## src/design/mtd_pkg.sv

```systemverilog
// Shared types and constants for the MIDI track event decoder.
// Used by every module of the block; no dependencies.
`timescale 1ns / 1ps

package mtd_pkg;

  localparam int unsigned DeltaW   = 28;
  localparam int unsigned MetaValW = 32;

  localparam logic [6:0] META_END     = 7'd47;
  localparam logic [6:0] META_TEMPO   = 7'd81;
  localparam logic [6:0] META_TIMESIG = 7'd88;

  localparam logic [7:0] STATUS_META  = 8'hff;
  localparam logic [7:0] STATUS_SYS   = 8'hf0;
  localparam logic [7:0] NOTE_ON_MASK = 8'h8f;

  typedef enum logic [3:0] {
    KIND_NOTE_OFF    = 4'd0,
    KIND_NOTE_ON     = 4'd1,
    KIND_POLY_TOUCH  = 4'd2,
    KIND_CONTROL     = 4'd3,
    KIND_PROGRAM     = 4'd4,
    KIND_PRESSURE    = 4'd5,
    KIND_BEND        = 4'd6,
    KIND_META        = 4'd7,
    KIND_END         = 4'd8,
    KIND_NO_RUNNING  = 4'd9,
    KIND_UNSUPPORTED = 4'd10
  } kind_e;

  typedef struct packed {
    logic [7:0] data_byte;
    logic       track_start;
  } in_item_t;

  typedef struct packed {
    kind_e               event_kind;
    logic [3:0]          channel;
    logic [6:0]          first_data;
    logic [6:0]          second_data;
    logic [DeltaW-1:0]   delta_ticks;
    logic [6:0]          meta_type;
    logic [MetaValW-1:0] meta_value;
  } out_item_t;

endpackage

```

## src/design/mtd_in_stage.sv

```systemverilog
// Input register of the MIDI track event decoder.
// Depends on mtd_pkg for the input transaction type.
`timescale 1ns / 1ps

module mtd_in_stage (
  input  logic              clk_i,
  input  logic              rst_ni,
  input  logic              in_valid_i,
  output logic              in_stall_o,
  input  mtd_pkg::in_item_t in_data_i,
  input  logic              take_i,
  output logic              valid_o,
  output mtd_pkg::in_item_t data_o
);
  import mtd_pkg::*;

  logic     valid_q;
  in_item_t data_q;

  assign in_stall_o = valid_q && !take_i;
  assign valid_o    = valid_q;
  assign data_o     = data_q;

  always_ff @(posedge clk_i or negedge rst_ni) begin
    if (!rst_ni) begin
      valid_q <= 1'b0;
    end else if (!in_stall_o) begin
      valid_q <= in_valid_i;
    end
  end

  always_ff @(posedge clk_i) begin
    if (!in_stall_o && in_valid_i) begin
      data_q <= in_data_i;
    end
  end

endmodule

```

## src/design/mtd_parser.sv

```systemverilog
// Track byte parser: delta time, running status, channel message and meta event decoding.
// Holds the parse state; depends on mtd_pkg for types and constants.
`timescale 1ns / 1ps

module mtd_parser (
  input  logic               clk_i,
  input  logic               rst_ni,
  input  logic               step_i,
  input  mtd_pkg::in_item_t  item_i,
  output logic               res_valid_o,
  output mtd_pkg::out_item_t res_o
);
  import mtd_pkg::*;

  typedef enum logic [2:0] {
    PH_DELTA  = 3'd0,
    PH_STATUS = 3'd1,
    PH_DATA1  = 3'd2,
    PH_DATA2  = 3'd3,
    PH_MTYPE  = 3'd4,
    PH_MLEN   = 3'd5,
    PH_MDATA  = 3'd6
  } phase_e;

  phase_e              phase_q, phase_d, phase_c;
  logic [DeltaW-1:0]   delta_q, delta_d, delta_c;
  logic [7:0]          rs_q, rs_d, rs_c;
  logic [6:0]          held_q, held_d, held_c;
  logic [6:0]          mtype_q, mtype_d, mtype_c;
  logic [DeltaW-1:0]   left_q, left_d, left_c;
  logic [MetaValW-1:0] mval_q, mval_d, mval_c;
  logic                halted_q, halted_d, halted_c;
  logic [2:0]          taken_q, taken_d, taken_c;

  logic [7:0]          b;
  logic                data1_now;
  logic                two_data;
  logic                chan_ev;
  logic [6:0]          ev_d1, ev_d2;
  logic [7:0]          ev_st;
  logic                meta_ev;
  logic [DeltaW-1:0]   left_dec;
  logic [2:0]          limit;

  assign b = item_i.data_byte;

  always_comb begin
    phase_c  = phase_q;
    delta_c  = delta_q;
    rs_c     = rs_q;
    held_c   = held_q;
    mtype_c  = mtype_q;
    left_c   = left_q;
    mval_c   = mval_q;
    halted_c = halted_q;
    taken_c  = taken_q;
    if (item_i.track_start) begin
      phase_c  = PH_DELTA;
      delta_c  = '0;
      rs_c     = '0;
      held_c   = '0;
      mtype_c  = '0;
      left_c   = '0;
      mval_c   = '0;
      halted_c = 1'b0;
      taken_c  = '0;
    end

    phase_d  = phase_c;
    delta_d  = delta_c;
    rs_d     = rs_c;
    held_d   = held_c;
    mtype_d  = mtype_c;
    left_d   = left_c;
    mval_d   = mval_c;
    halted_d = halted_c;
    taken_d  = taken_c;

    res_valid_o = 1'b0;
    res_o       = '0;
    res_o.event_kind  = KIND_NOTE_OFF;
    res_o.delta_ticks = delta_c;

    two_data  = (rs_c[7:4] != 4'hc) && (rs_c[7:4] != 4'hd);
    data1_now = 1'b0;
    chan_ev   = 1'b0;
    ev_d1     = '0;
    ev_d2     = '0;
    meta_ev   = 1'b0;
    left_dec  = left_c - DeltaW'(1);
    limit     = (mtype_c == META_TEMPO) ? 3'd3 : 3'd4;

    if (!halted_c) begin
      case (phase_c)
        PH_STATUS: begin
          if (b[7]) begin
            if (b == STATUS_META) begin
              phase_d = PH_MTYPE;
            end else if (b >= STATUS_SYS) begin
              res_valid_o      = 1'b1;
              res_o.event_kind = KIND_UNSUPPORTED;
              halted_d         = 1'b1;
            end else begin
              rs_d    = b;
              phase_d = PH_DATA1;
            end
          end else if (rs_c == '0) begin
            res_valid_o      = 1'b1;
            res_o.event_kind = KIND_NO_RUNNING;
            halted_d         = 1'b1;
          end else begin
            data1_now = 1'b1;
          end
        end
        PH_DATA1: begin
          data1_now = 1'b1;
        end
        PH_DATA2: begin
          chan_ev = 1'b1;
          ev_d1   = held_c;
          ev_d2   = b[6:0];
        end
        PH_MTYPE: begin
          mtype_d = b[6:0];
          left_d  = '0;
          mval_d  = '0;
          taken_d = '0;
          phase_d = PH_MLEN;
        end
        PH_MLEN: begin
          left_d = {left_c[DeltaW-8:0], b[6:0]};
          if (!b[7]) begin
            if (left_d == '0) begin
              meta_ev = 1'b1;
            end else begin
              phase_d = PH_MDATA;
            end
          end
        end
        PH_MDATA: begin
          if (taken_c < limit) begin
            mval_d  = {mval_c[MetaValW-9:0], b};
            taken_d = taken_c + 3'd1;
          end
          left_d = left_dec;
          if (left_dec == '0) begin
            meta_ev = 1'b1;
          end
        end
        default: begin
          delta_d = {delta_c[DeltaW-8:0], b[6:0]};
          phase_d = b[7] ? PH_DELTA : PH_STATUS;
        end
      endcase
    end

    if (data1_now) begin
      if (two_data) begin
        held_d  = b[6:0];
        phase_d = PH_DATA2;
      end else begin
        chan_ev = 1'b1;
        ev_d1   = b[6:0];
        ev_d2   = '0;
      end
    end

    ev_st = rs_c;
    if (rs_c[7:4] == 4'h9 && ev_d2 == '0) begin
      ev_st = rs_c & NOTE_ON_MASK;
    end

    if (chan_ev) begin
      res_valid_o       = 1'b1;
      res_o.event_kind  = (ev_st[7:4] == 4'he) ? KIND_BEND : kind_e'(4'(ev_st[7:4] - 4'h8));
      res_o.channel     = ev_st[3:0];
      res_o.first_data  = ev_d1;
      res_o.second_data = two_data ? ev_d2 : 7'd0;
    end

    if (meta_ev) begin
      res_valid_o      = 1'b1;
      res_o.event_kind = (mtype_c == META_END) ? KIND_END : KIND_META;
      res_o.meta_type  = mtype_c;
      res_o.meta_value = (mtype_c == META_TEMPO || mtype_c == META_TIMESIG) ? mval_d : '0;
      if (mtype_c == META_END) begin
        halted_d = 1'b1;
      end
    end

    if (res_valid_o) begin
      delta_d = '0;
      phase_d = PH_DELTA;
    end
  end

  always_ff @(posedge clk_i or negedge rst_ni) begin
    if (!rst_ni) begin
      phase_q  <= PH_DELTA;
      delta_q  <= '0;
      rs_q     <= '0;
      held_q   <= '0;
      mtype_q  <= '0;
      left_q   <= '0;
      mval_q   <= '0;
      halted_q <= 1'b0;
      taken_q  <= '0;
    end else if (step_i) begin
      phase_q  <= phase_d;
      delta_q  <= delta_d;
      rs_q     <= rs_d;
      held_q   <= held_d;
      mtype_q  <= mtype_d;
      left_q   <= left_d;
      mval_q   <= mval_d;
      halted_q <= halted_d;
      taken_q  <= taken_d;
    end
  end

`ifndef SYNTHESIS
  a_end_halts: assert property (@(posedge clk_i) disable iff (!rst_ni)
    step_i && res_valid_o && (res_o.event_kind == KIND_END) |=> halted_q)
    else $error("end of track did not halt the parser");

  a_halted_silent: assert property (@(posedge clk_i) disable iff (!rst_ni)
    halted_q && step_i && !item_i.track_start |-> !res_valid_o)
    else $error("halted parser produced an event");

  a_delta_cleared: assert property (@(posedge clk_i) disable iff (!rst_ni)
    step_i && res_valid_o |=> delta_q == '0)
    else $error("delta time not cleared after an event");

  a_note_on_vel: assert property (@(posedge clk_i) disable iff (!rst_ni)
    res_valid_o && (res_o.event_kind == KIND_NOTE_ON) |-> res_o.second_data != '0)
    else $error("note on with zero velocity");
`endif

endmodule

```

## src/design/mtd_out_stage.sv

```systemverilog
// Result register of the MIDI track event decoder.
// Depends on mtd_pkg for the result transaction type.
`timescale 1ns / 1ps

module mtd_out_stage (
  input  logic               clk_i,
  input  logic               rst_ni,
  input  logic               load_i,
  input  mtd_pkg::out_item_t data_i,
  output logic               free_o,
  output logic               out_valid_o,
  input  logic               out_stall_i,
  output mtd_pkg::out_item_t out_data_o
);
  import mtd_pkg::*;

  logic      valid_q, valid_d;
  out_item_t data_q;

  assign free_o      = !valid_q || !out_stall_i;
  assign out_valid_o = valid_q;
  assign out_data_o  = data_q;

  always_comb begin
    valid_d = valid_q && out_stall_i;
    if (load_i) begin
      valid_d = 1'b1;
    end
  end

  always_ff @(posedge clk_i or negedge rst_ni) begin
    if (!rst_ni) begin
      valid_q <= 1'b0;
    end else begin
      valid_q <= valid_d;
    end
  end

  always_ff @(posedge clk_i) begin
    if (load_i) begin
      data_q <= data_i;
    end
  end

endmodule

```

## src/design/midi_track_event_decoder_top.sv

```systemverilog
// MIDI track event decoder, top level.
// Takes one track byte per input transaction and returns decoded events.
// Input channel: in_valid_i / in_stall_o carry data_byte and track_start.
// Set track_start on the first byte of each track; it clears running
// status, parse phase and the halt after an error or end of track.
// Output channel: out_valid_o / out_stall_i carry one event per complete
// message (channel message, meta event, or error kind).
// The byte that completes an event is held in the input register; the event
// is then loaded into the result register, which drives the output.
// Throughput: one byte per cycle unless the receiver stalls; the parse
// state updates in a single step between the input and result registers.
// Bytes that complete no message produce no output transaction.
// While the receiver stalls, the result register holds its event; the
// input register holds the next byte and in_stall_o rises once it is full.
// Reset empties both registers and returns the parser to the delta-time
// phase with no running status.
`timescale 1ns / 1ps

module midi_track_event_decoder_top (
  input  logic               clk_i,
  input  logic               rst_ni,
  input  logic               in_valid_i,
  output logic               in_stall_o,
  input  mtd_pkg::in_item_t  in_data_i,
  output logic               out_valid_o,
  input  logic               out_stall_i,
  output mtd_pkg::out_item_t out_data_o
);
  import mtd_pkg::*;

  logic      s1_valid;
  in_item_t  s1_data;
  logic      out_free;
  logic      advance;
  logic      res_valid;
  out_item_t res;

  assign advance = s1_valid && out_free;

  mtd_in_stage u_in (
    .clk_i      (clk_i),
    .rst_ni     (rst_ni),
    .in_valid_i (in_valid_i),
    .in_stall_o (in_stall_o),
    .in_data_i  (in_data_i),
    .take_i     (advance),
    .valid_o    (s1_valid),
    .data_o     (s1_data)
  );

  mtd_parser u_parser (
    .clk_i       (clk_i),
    .rst_ni      (rst_ni),
    .step_i      (advance),
    .item_i      (s1_data),
    .res_valid_o (res_valid),
    .res_o       (res)
  );

  mtd_out_stage u_out (
    .clk_i       (clk_i),
    .rst_ni      (rst_ni),
    .load_i      (advance && res_valid),
    .data_i      (res),
    .free_o      (out_free),
    .out_valid_o (out_valid_o),
    .out_stall_i (out_stall_i),
    .out_data_o  (out_data_o)
  );

endmodule
```

## config.mk

```make
export PLATFORM = sky130hd
export DESIGN_NAME = midi_track_event_decoder_top
export DESIGN_NICKNAME = d
export VERILOG_FILES = /design/src/design/mtd_pkg.sv /design/src/design/mtd_in_stage.sv /design/src/design/mtd_parser.sv /design/src/design/mtd_out_stage.sv /design/src/design/midi_track_event_decoder_top.sv
export SDC_FILE = /design/constraint.sdc
export NUM_CORES = 1
export LEC_CHECK = 0
export ABC_AREA = 1
export BUFFER_PORTS_ARGS = -buffer_cell sky130_fd_sc_hd__buf_2
export CORE_ASPECT_RATIO = 2
export CORE_MARGIN = 2
export CORE_UTILIZATION = 55
export DETAILED_ROUTE_END_ITERATION = 10
export PLACE_DENSITY = 0.74
export SYNTH_ARGS = -nofsm -noshare
export SYNTH_HDL_FRONTEND = slang
export SYNTH_HIERARCHICAL = 1
export SYNTH_SLANG_ARGS = --single-unit
```

## constraint.sdc

```tcl
create_clock -name clk_i -period 7.9 [get_ports clk_i]
set_input_delay 0.79 -clock clk_i [delete_from_list [all_inputs] [get_ports clk_i]]
set_output_delay 0.79 -clock clk_i [all_outputs]
set_load 0.05 [all_outputs]
```

After elaboration in Yosys (flattened, before gate mapping)
Index checks and enable logic that the tools add are counted.
{"block": "classes", "div": 0, "n_shift": 0, "n_bitwise": 0, "n_reduce_logical": 21, "order_cmp": 2, "mux": 86, "n_addsub": 3, "n_eq_ne": 14, "n_mul": 0}
{"cell": "28-bit 2-to-1 mux", "count": 6}
{"cell": "7-bit 2-to-1 mux", "count": 16}
{"cell": "32-bit 2-to-1 mux", "count": 3}
{"cell": "28-bit one-hot mux with 3 select lines", "count": 1}
{"cell": "32-bit one-hot mux with 2 select lines", "count": 1}
{"cell": "28-bit zero test", "count": 2}
{"cell": "8-bit 2-to-1 mux", "count": 6}
{"cell": "3-bit 2-to-1 mux", "count": 14}
{"cell": "4-bit 2-to-1 mux", "count": 9}
{"cell": "28-bit by 1-bit subtractor with 28-bit output, second input constant", "count": 1}
{"cell": "1-bit 2-to-1 mux", "count": 25}
{"cell": "22-bit 2-to-1 mux", "count": 1}
{"cell": "7-bit == test, second input constant", "count": 2}
{"cell": "3-bit one-hot mux with 4 select lines", "count": 1}
{"cell": "3-bit == test, second input constant", "count": 3}
{"cell": "4-bit == test, second input constant", "count": 2}
{"cell": "8-bit == test, second input constant", "count": 1}
{"cell": "8-bit >= comparator, second input constant", "count": 1}
{"cell": "8-bit zero test", "count": 1}
{"cell": "4-bit inequality test, second input constant", "count": 2}
{"cell": "7-bit by 6-bit == test with 1-bit output, second input constant", "count": 1}
{"cell": "1-bit logical AND", "count": 7}
{"cell": "7-bit zero test", "count": 1}
{"cell": "3-bit by 2-bit == test with 1-bit output, second input constant", "count": 2}
{"cell": "11 further kinds", "count": 17}
{"block": "totals", "rom_bits": 0, "register_bits": 217, "mem_count": 0, "ram_bits": 0, "latch_bits": 0, "inputBits": 13}

Longest topological paths before layout
{"block": "depth", "ltp_word": 14, "depth_mapped": 24}

By module
Netlist, hierarchy kept.
{"module": "mtd_parser", "seq_area_each_um2": 2927.8, "n_inst": 1, "cells_each": 1370, "area_each_um2": 8643.3}
{"module": "mtd_out_stage", "seq_area_each_um2": 2697.6, "n_inst": 1, "cells_each": 93, "area_each_um2": 2713.9}
{"module": "mtd_in_stage", "seq_area_each_um2": 295.3, "n_inst": 1, "cells_each": 16, "area_each_um2": 327.8}
{"module": "midi_track_event_decoder_top", "seq_area_each_um2": 0.0, "n_inst": 1, "cells_each": 4, "area_each_um2": 17.5}

Least setup slack after synthesis
Ideal clock, no wire load.
{"block": "synth_path", "kind": "register to register", "startpoint": "register u_in.data_q, in the netlist u_in/data_o[0]", "endpoint": "register u_out.data_q, in the netlist u_out/out_data_o[0], enable pin", "setup_time_ns": 0.467, "stages_incl_launch_ff": 20, "slack_ns": 3.115, "arrival_ns": 4.319, "path_buffers": 2, "period_less_slack_ns": 4.785, "required_time_ns": 7.433, "cell_sequence": "edfxtp_1 > buf_4 > nor2_1 > inv_1 > nor2_1 > inv_1 > nor2_1 > inv_1 > nor2_1 > nand3_1 > nand2_1 > nand2_2 > nand2_1 > inv_2 > o21ai_0 > inv_2 > buf_4 > nand2_1 > inv_1 > nor2_2"}
{"block": "synth_via", "elab_chain_len": 10, "elab_cells_between_ends": 36}
{"element": "start, declared", "line": "mtd_in_stage.sv:18", "text": "in_item_t data_q;"}
{"element": "start signal, assigned", "line": "mtd_in_stage.sv:34", "text": "data_q <= in_data_i;"}
{"element": "branches (longest 8 deep; another with 28-bit by 1-bit subtractor with 28-bit output)"}
{"element": "1-bit 2-to-1 mux *", "line": "mtd_parser.sv:181", "text": "if (meta_ev) begin"}
{"element": "named net res_valid", "line": "midi_track_event_decoder_top.sv:35", "text": "logic res_valid;"}
{"element": "1-bit logical AND *", "line": "midi_track_event_decoder_top.sv:63", "text": ".load_i (advance && res_valid),"}
{"element": "end signal, assigned", "line": "mtd_out_stage.sv:41", "text": "data_q <= data_i;"}
{"element": "end, declared", "line": "mtd_out_stage.sv:18", "text": "out_item_t data_q;"}
Mark *: on every way through the listed nets, which the timed path passes.
A chain may end at the register's enable or synchronous reset.

Worst setup path after layout
{"block": "layout_path", "startpoint": "register u_in.data_q, in the netlist u_in/data_o[0]", "endpoint": "register u_out.data_q, in the netlist u_out/out_data_o[56], enable pin"}
Same word-level chain as after synthesis.

==> flow_summary.json <==
{
  "yosysTopAreaCell": "dfrtp_1",
  "p_leak_nw": 5.990,
  "io_pins": 104,
  "finalHoldViolCount": 0,
  "core_um2": 20930,
  "yosysTopAreaCellShare_pct": 25.45,
  "crit_type": "flop to flop",
  "grt_use_total_pct": 31.40,
  "maxCapViolations": 0,
  "grt_pass1_vias": 10510,
  "worstPathRequired_ps": 8100,
  "wl_um": 34580,
  "dp_hpwl_um": 24230,
  "slew-limit-headroom_pct": 21.36,
  "post_cts_buffers": 0,
  "synthDistinctLibCells": 43,
  "syn_area_um2": 11700,
  "critPathBufInv": 4,
  "worstSkewPairLatency_ps": 530,
  "finalClockSkew_ps": 14.98,
  "postSynth.asyncResetShare_pct": 54.84,
  "cts_made_buffers": 21,
  "die_w_um": 107.1,
  "final.setup.tns_ps": 0,
  "syn_area_per_cell_um2": 7.891,
  "status": "complete, no violations",
  "fin_ws_ps": 3091,
  "pre_cts_slack_ps": 3102,
  "tightest_slew_ps": 1177,
  "dieArea_um2": 22530,
  "finalCritPeriodShare_pct": 60.88,
  "drt_iter0_markers": 773,
  "fmax_mhz": 207.9,
  "cp_slowest_stage_delay_ps": 900,
  "path_clk_slew_ps": 70,
  "synth-edff-count": 98,
  "num_vias": 10560,
  "synth_top_flop_cell": "dfrtp_1",
  "wl_per_cell_um": 18.96,
  "crit_path_frequent_cell": "nand2_1",
  "antenna_found_initial": 0,
  "crit_family": "simple AND/OR/NAND/NOR gates",
  "crit_arrival_ps": 5010,
  "rows": 75,
  "cts.sinks": 217,
  "syn_to_final_growth_pct": 10.74,
  "syn-num-nets": 1499,
  "drive_gt1_share_pct": 13.44,
  "avgViaCountPerCell": 5.787,
  "reg2reg_slack_ps": 3090,
  "grt-ovfl-total": 0,
  "endpoint_kind": "flop",
  "yosys-top-cells-count": "nand2_1, o21ai_0, nor2_1, inv_1, dfrtp_1",
  "slowest_stage": "nor2_4",
  "slew_violations": 0,
  "drc": 0,
  "hp-class": "input port to async pin",
  "cp-start-kind": "flop",
  "ant_nets": 0,
  "grt_pass1_wl_um": 54510,
  "setup_viol": 0,
  "die_h_um": 210.3,
  "firstDrtPassIters": 6,
  "grt_setup_unrepaired": "false",
  "clk_path_buf_depth": 3,
  "port_buffers": 103,
  "ctsResizeCount": 0,
  "nets": 1556,
  "root_buffer": "clkbuf_16",
  "crit_fanout": 50,
  "gp_congestion": 0.9578,
  "cts_tree": "done",
  "h-tree-depth": 1,
  "initial_core_util_pct": 55.92,
  "fin_crit_ps": 4809,
  "ys_warn_count": 6,
  "max-vdd-ir-drop_uv": 240.7,
  "path_cells": "inv_2 > buf_4 > o21ai_1 > nand2_1 > nor2_2 > nand2_1 > nand3_1 > nor2_1 > nand3_1 > nor2_1 > nand2_1 > nand2_2 > nand2_2 > nand2_1 > inv_1 > nor2_4 > buf_12",
  "synthesis.instances": 1483,
  "p_per_area_nw_per_um2": 334.2,
  "ys_ff_latch": 217,
  "synth.most_common_cell": "nand2_1",
  "synth_seq_area_share_pct": 50.59,
  "antennaDiodeCount": 0,
  "cts_hold_buf": 0,
  "synth.area.top_cells": "dfrtp_1, edfxtp_1, nand2_1",
  "grt_max_degree": 105
}
==> power by group <==
part / internal (mW) / switching [mW]
clock network: 0.539 / 0.445
logic: 0.488 / 1.25
registers: 1.42 / 0.183
total: 2.45 / 1.88
==> per-layer routing <==
metal / vias to the layer above / global-route usage, % / routed length (um)
met3: 129 / 3.092 / 1700
met4: 0 / 21.81 / 2628
met5: - / 0 / 0
met1: 4949 / 33.46 / 11860
li1: 5026 / - / -
met2: 451 / 56.83 / 18380
==> cell families (layout without fill, tap and decap cells) <==
group / after synthesis / after routing / synth area share (%)
AOI/OAI and AO/OA: 344 / 344 / 16.62
xor gates and xnor gates: 2 / 2 / 0.1497
and+or+nand+nor: 668 / 668 / 23.66
adders and majority gates: 3 / 3 / 0.3208
DFF: 217 / 217 / 50.59
buffers and inverters: 249 / 321 / 8.660
==> sequential cells by signal, summed over array words and instances, names as in the netlist <==
signal and count:
u_parser/mval_q 32, u_parser/delta_q 28, u_out/out_valid_o 1, u_parser/left_q 28, u_parser/mtype_q 7, u_in/data_o 9, u_parser/taken_q 3, u_parser/rs_q 8
u_parser/halted_q 1, u_parser/phase_q 3, u_parser/held_q 7, u_out/out_data_o 89, u_in/valid_o 1
==> worst reg2reg max path, stage by stage, from the launching register on <==
cell and delay, ps:
edfxtp_1 400, inv_2 290, buf_4 490, o21ai_1 270
nand2_1 170, nor2_2 60, nand2_1 180, nand3_1 110
nor2_1 210, nand3_1 100, nor2_1 90, nand2_1 80
nand2_2 100, nand2_2 390, nand2_1 180, inv_1 80
nor2_4 900, buf_12 340
==> placed cells by master (no fill, tap or decap), types with 3 or more instances in the layout <==
cell type and n:
nand2_1 333, o21ai_0 210, nor2_1 192, inv_1 154, dfrtp_1 119, buf_2 102, edfxtp_1 98, nand3_1 84
a21oi_1 52, nor2_2 23, clkbuf_16 21, o221ai_1 17, buf_4 13, o211ai_1 12, o22ai_1 11, inv_2 10
o21ai_2 10, nand2_2 10, nand4_1 9, a211oi_1 7, nor3_1 6, o21ai_1 6, a221oi_1 6, clkinv_1 5
clkinv_4 4, inv_6 3, o31ai_1 3, a22oi_1 3, a22o_1 3, ha_1 3
==> cell type report <==
type | instances | area [um2]
timing repair buffer | 116 | 628.1
clock buffer | 24 | 546.8
tap | 269 | 336.6
sequential | 217 | 5921
fill | 1867 | 7966
clock inverter | 14 | 120.1
inverter | 167 | 629.4
multi-input combinational | 1017 | 4778
==> stage by stage <==
stage	power [mW]	utilization [%]	std cells	hold slack (ps)	cell area, um2
finish	4.331	61.93	1824	292.2	12960
CTS	4.330	61.93	1824	302.0	12960
global placement	3.319	58.74	1786	461.2	12290
global route	4.617	61.93	1824	339.5	12960
floorplan	2.864	-	1483	449.1	11700
detailed placement	3.338	58.74	1786	466.1	12290
==> final timing paths <==
check / start / endpoint / cells after the start
max: u_in/data_o[0] / u_out/out_data_o[56] / 17
min reg2reg: u_parser/rs_q[2] / u_parser/rs_q[2] / 2
max reg2reg: u_in/data_o[0] / u_out/out_data_o[56] / 17
max in group asynchronous: rst_ni / u_parser/mval_q[12] / 2
min: rst_ni / u_parser/left_q[16] / 1
min in group clk_i: in_data_i[6] / u_in/data_o[6] / 1
Power figures use the tool's default switching activity.
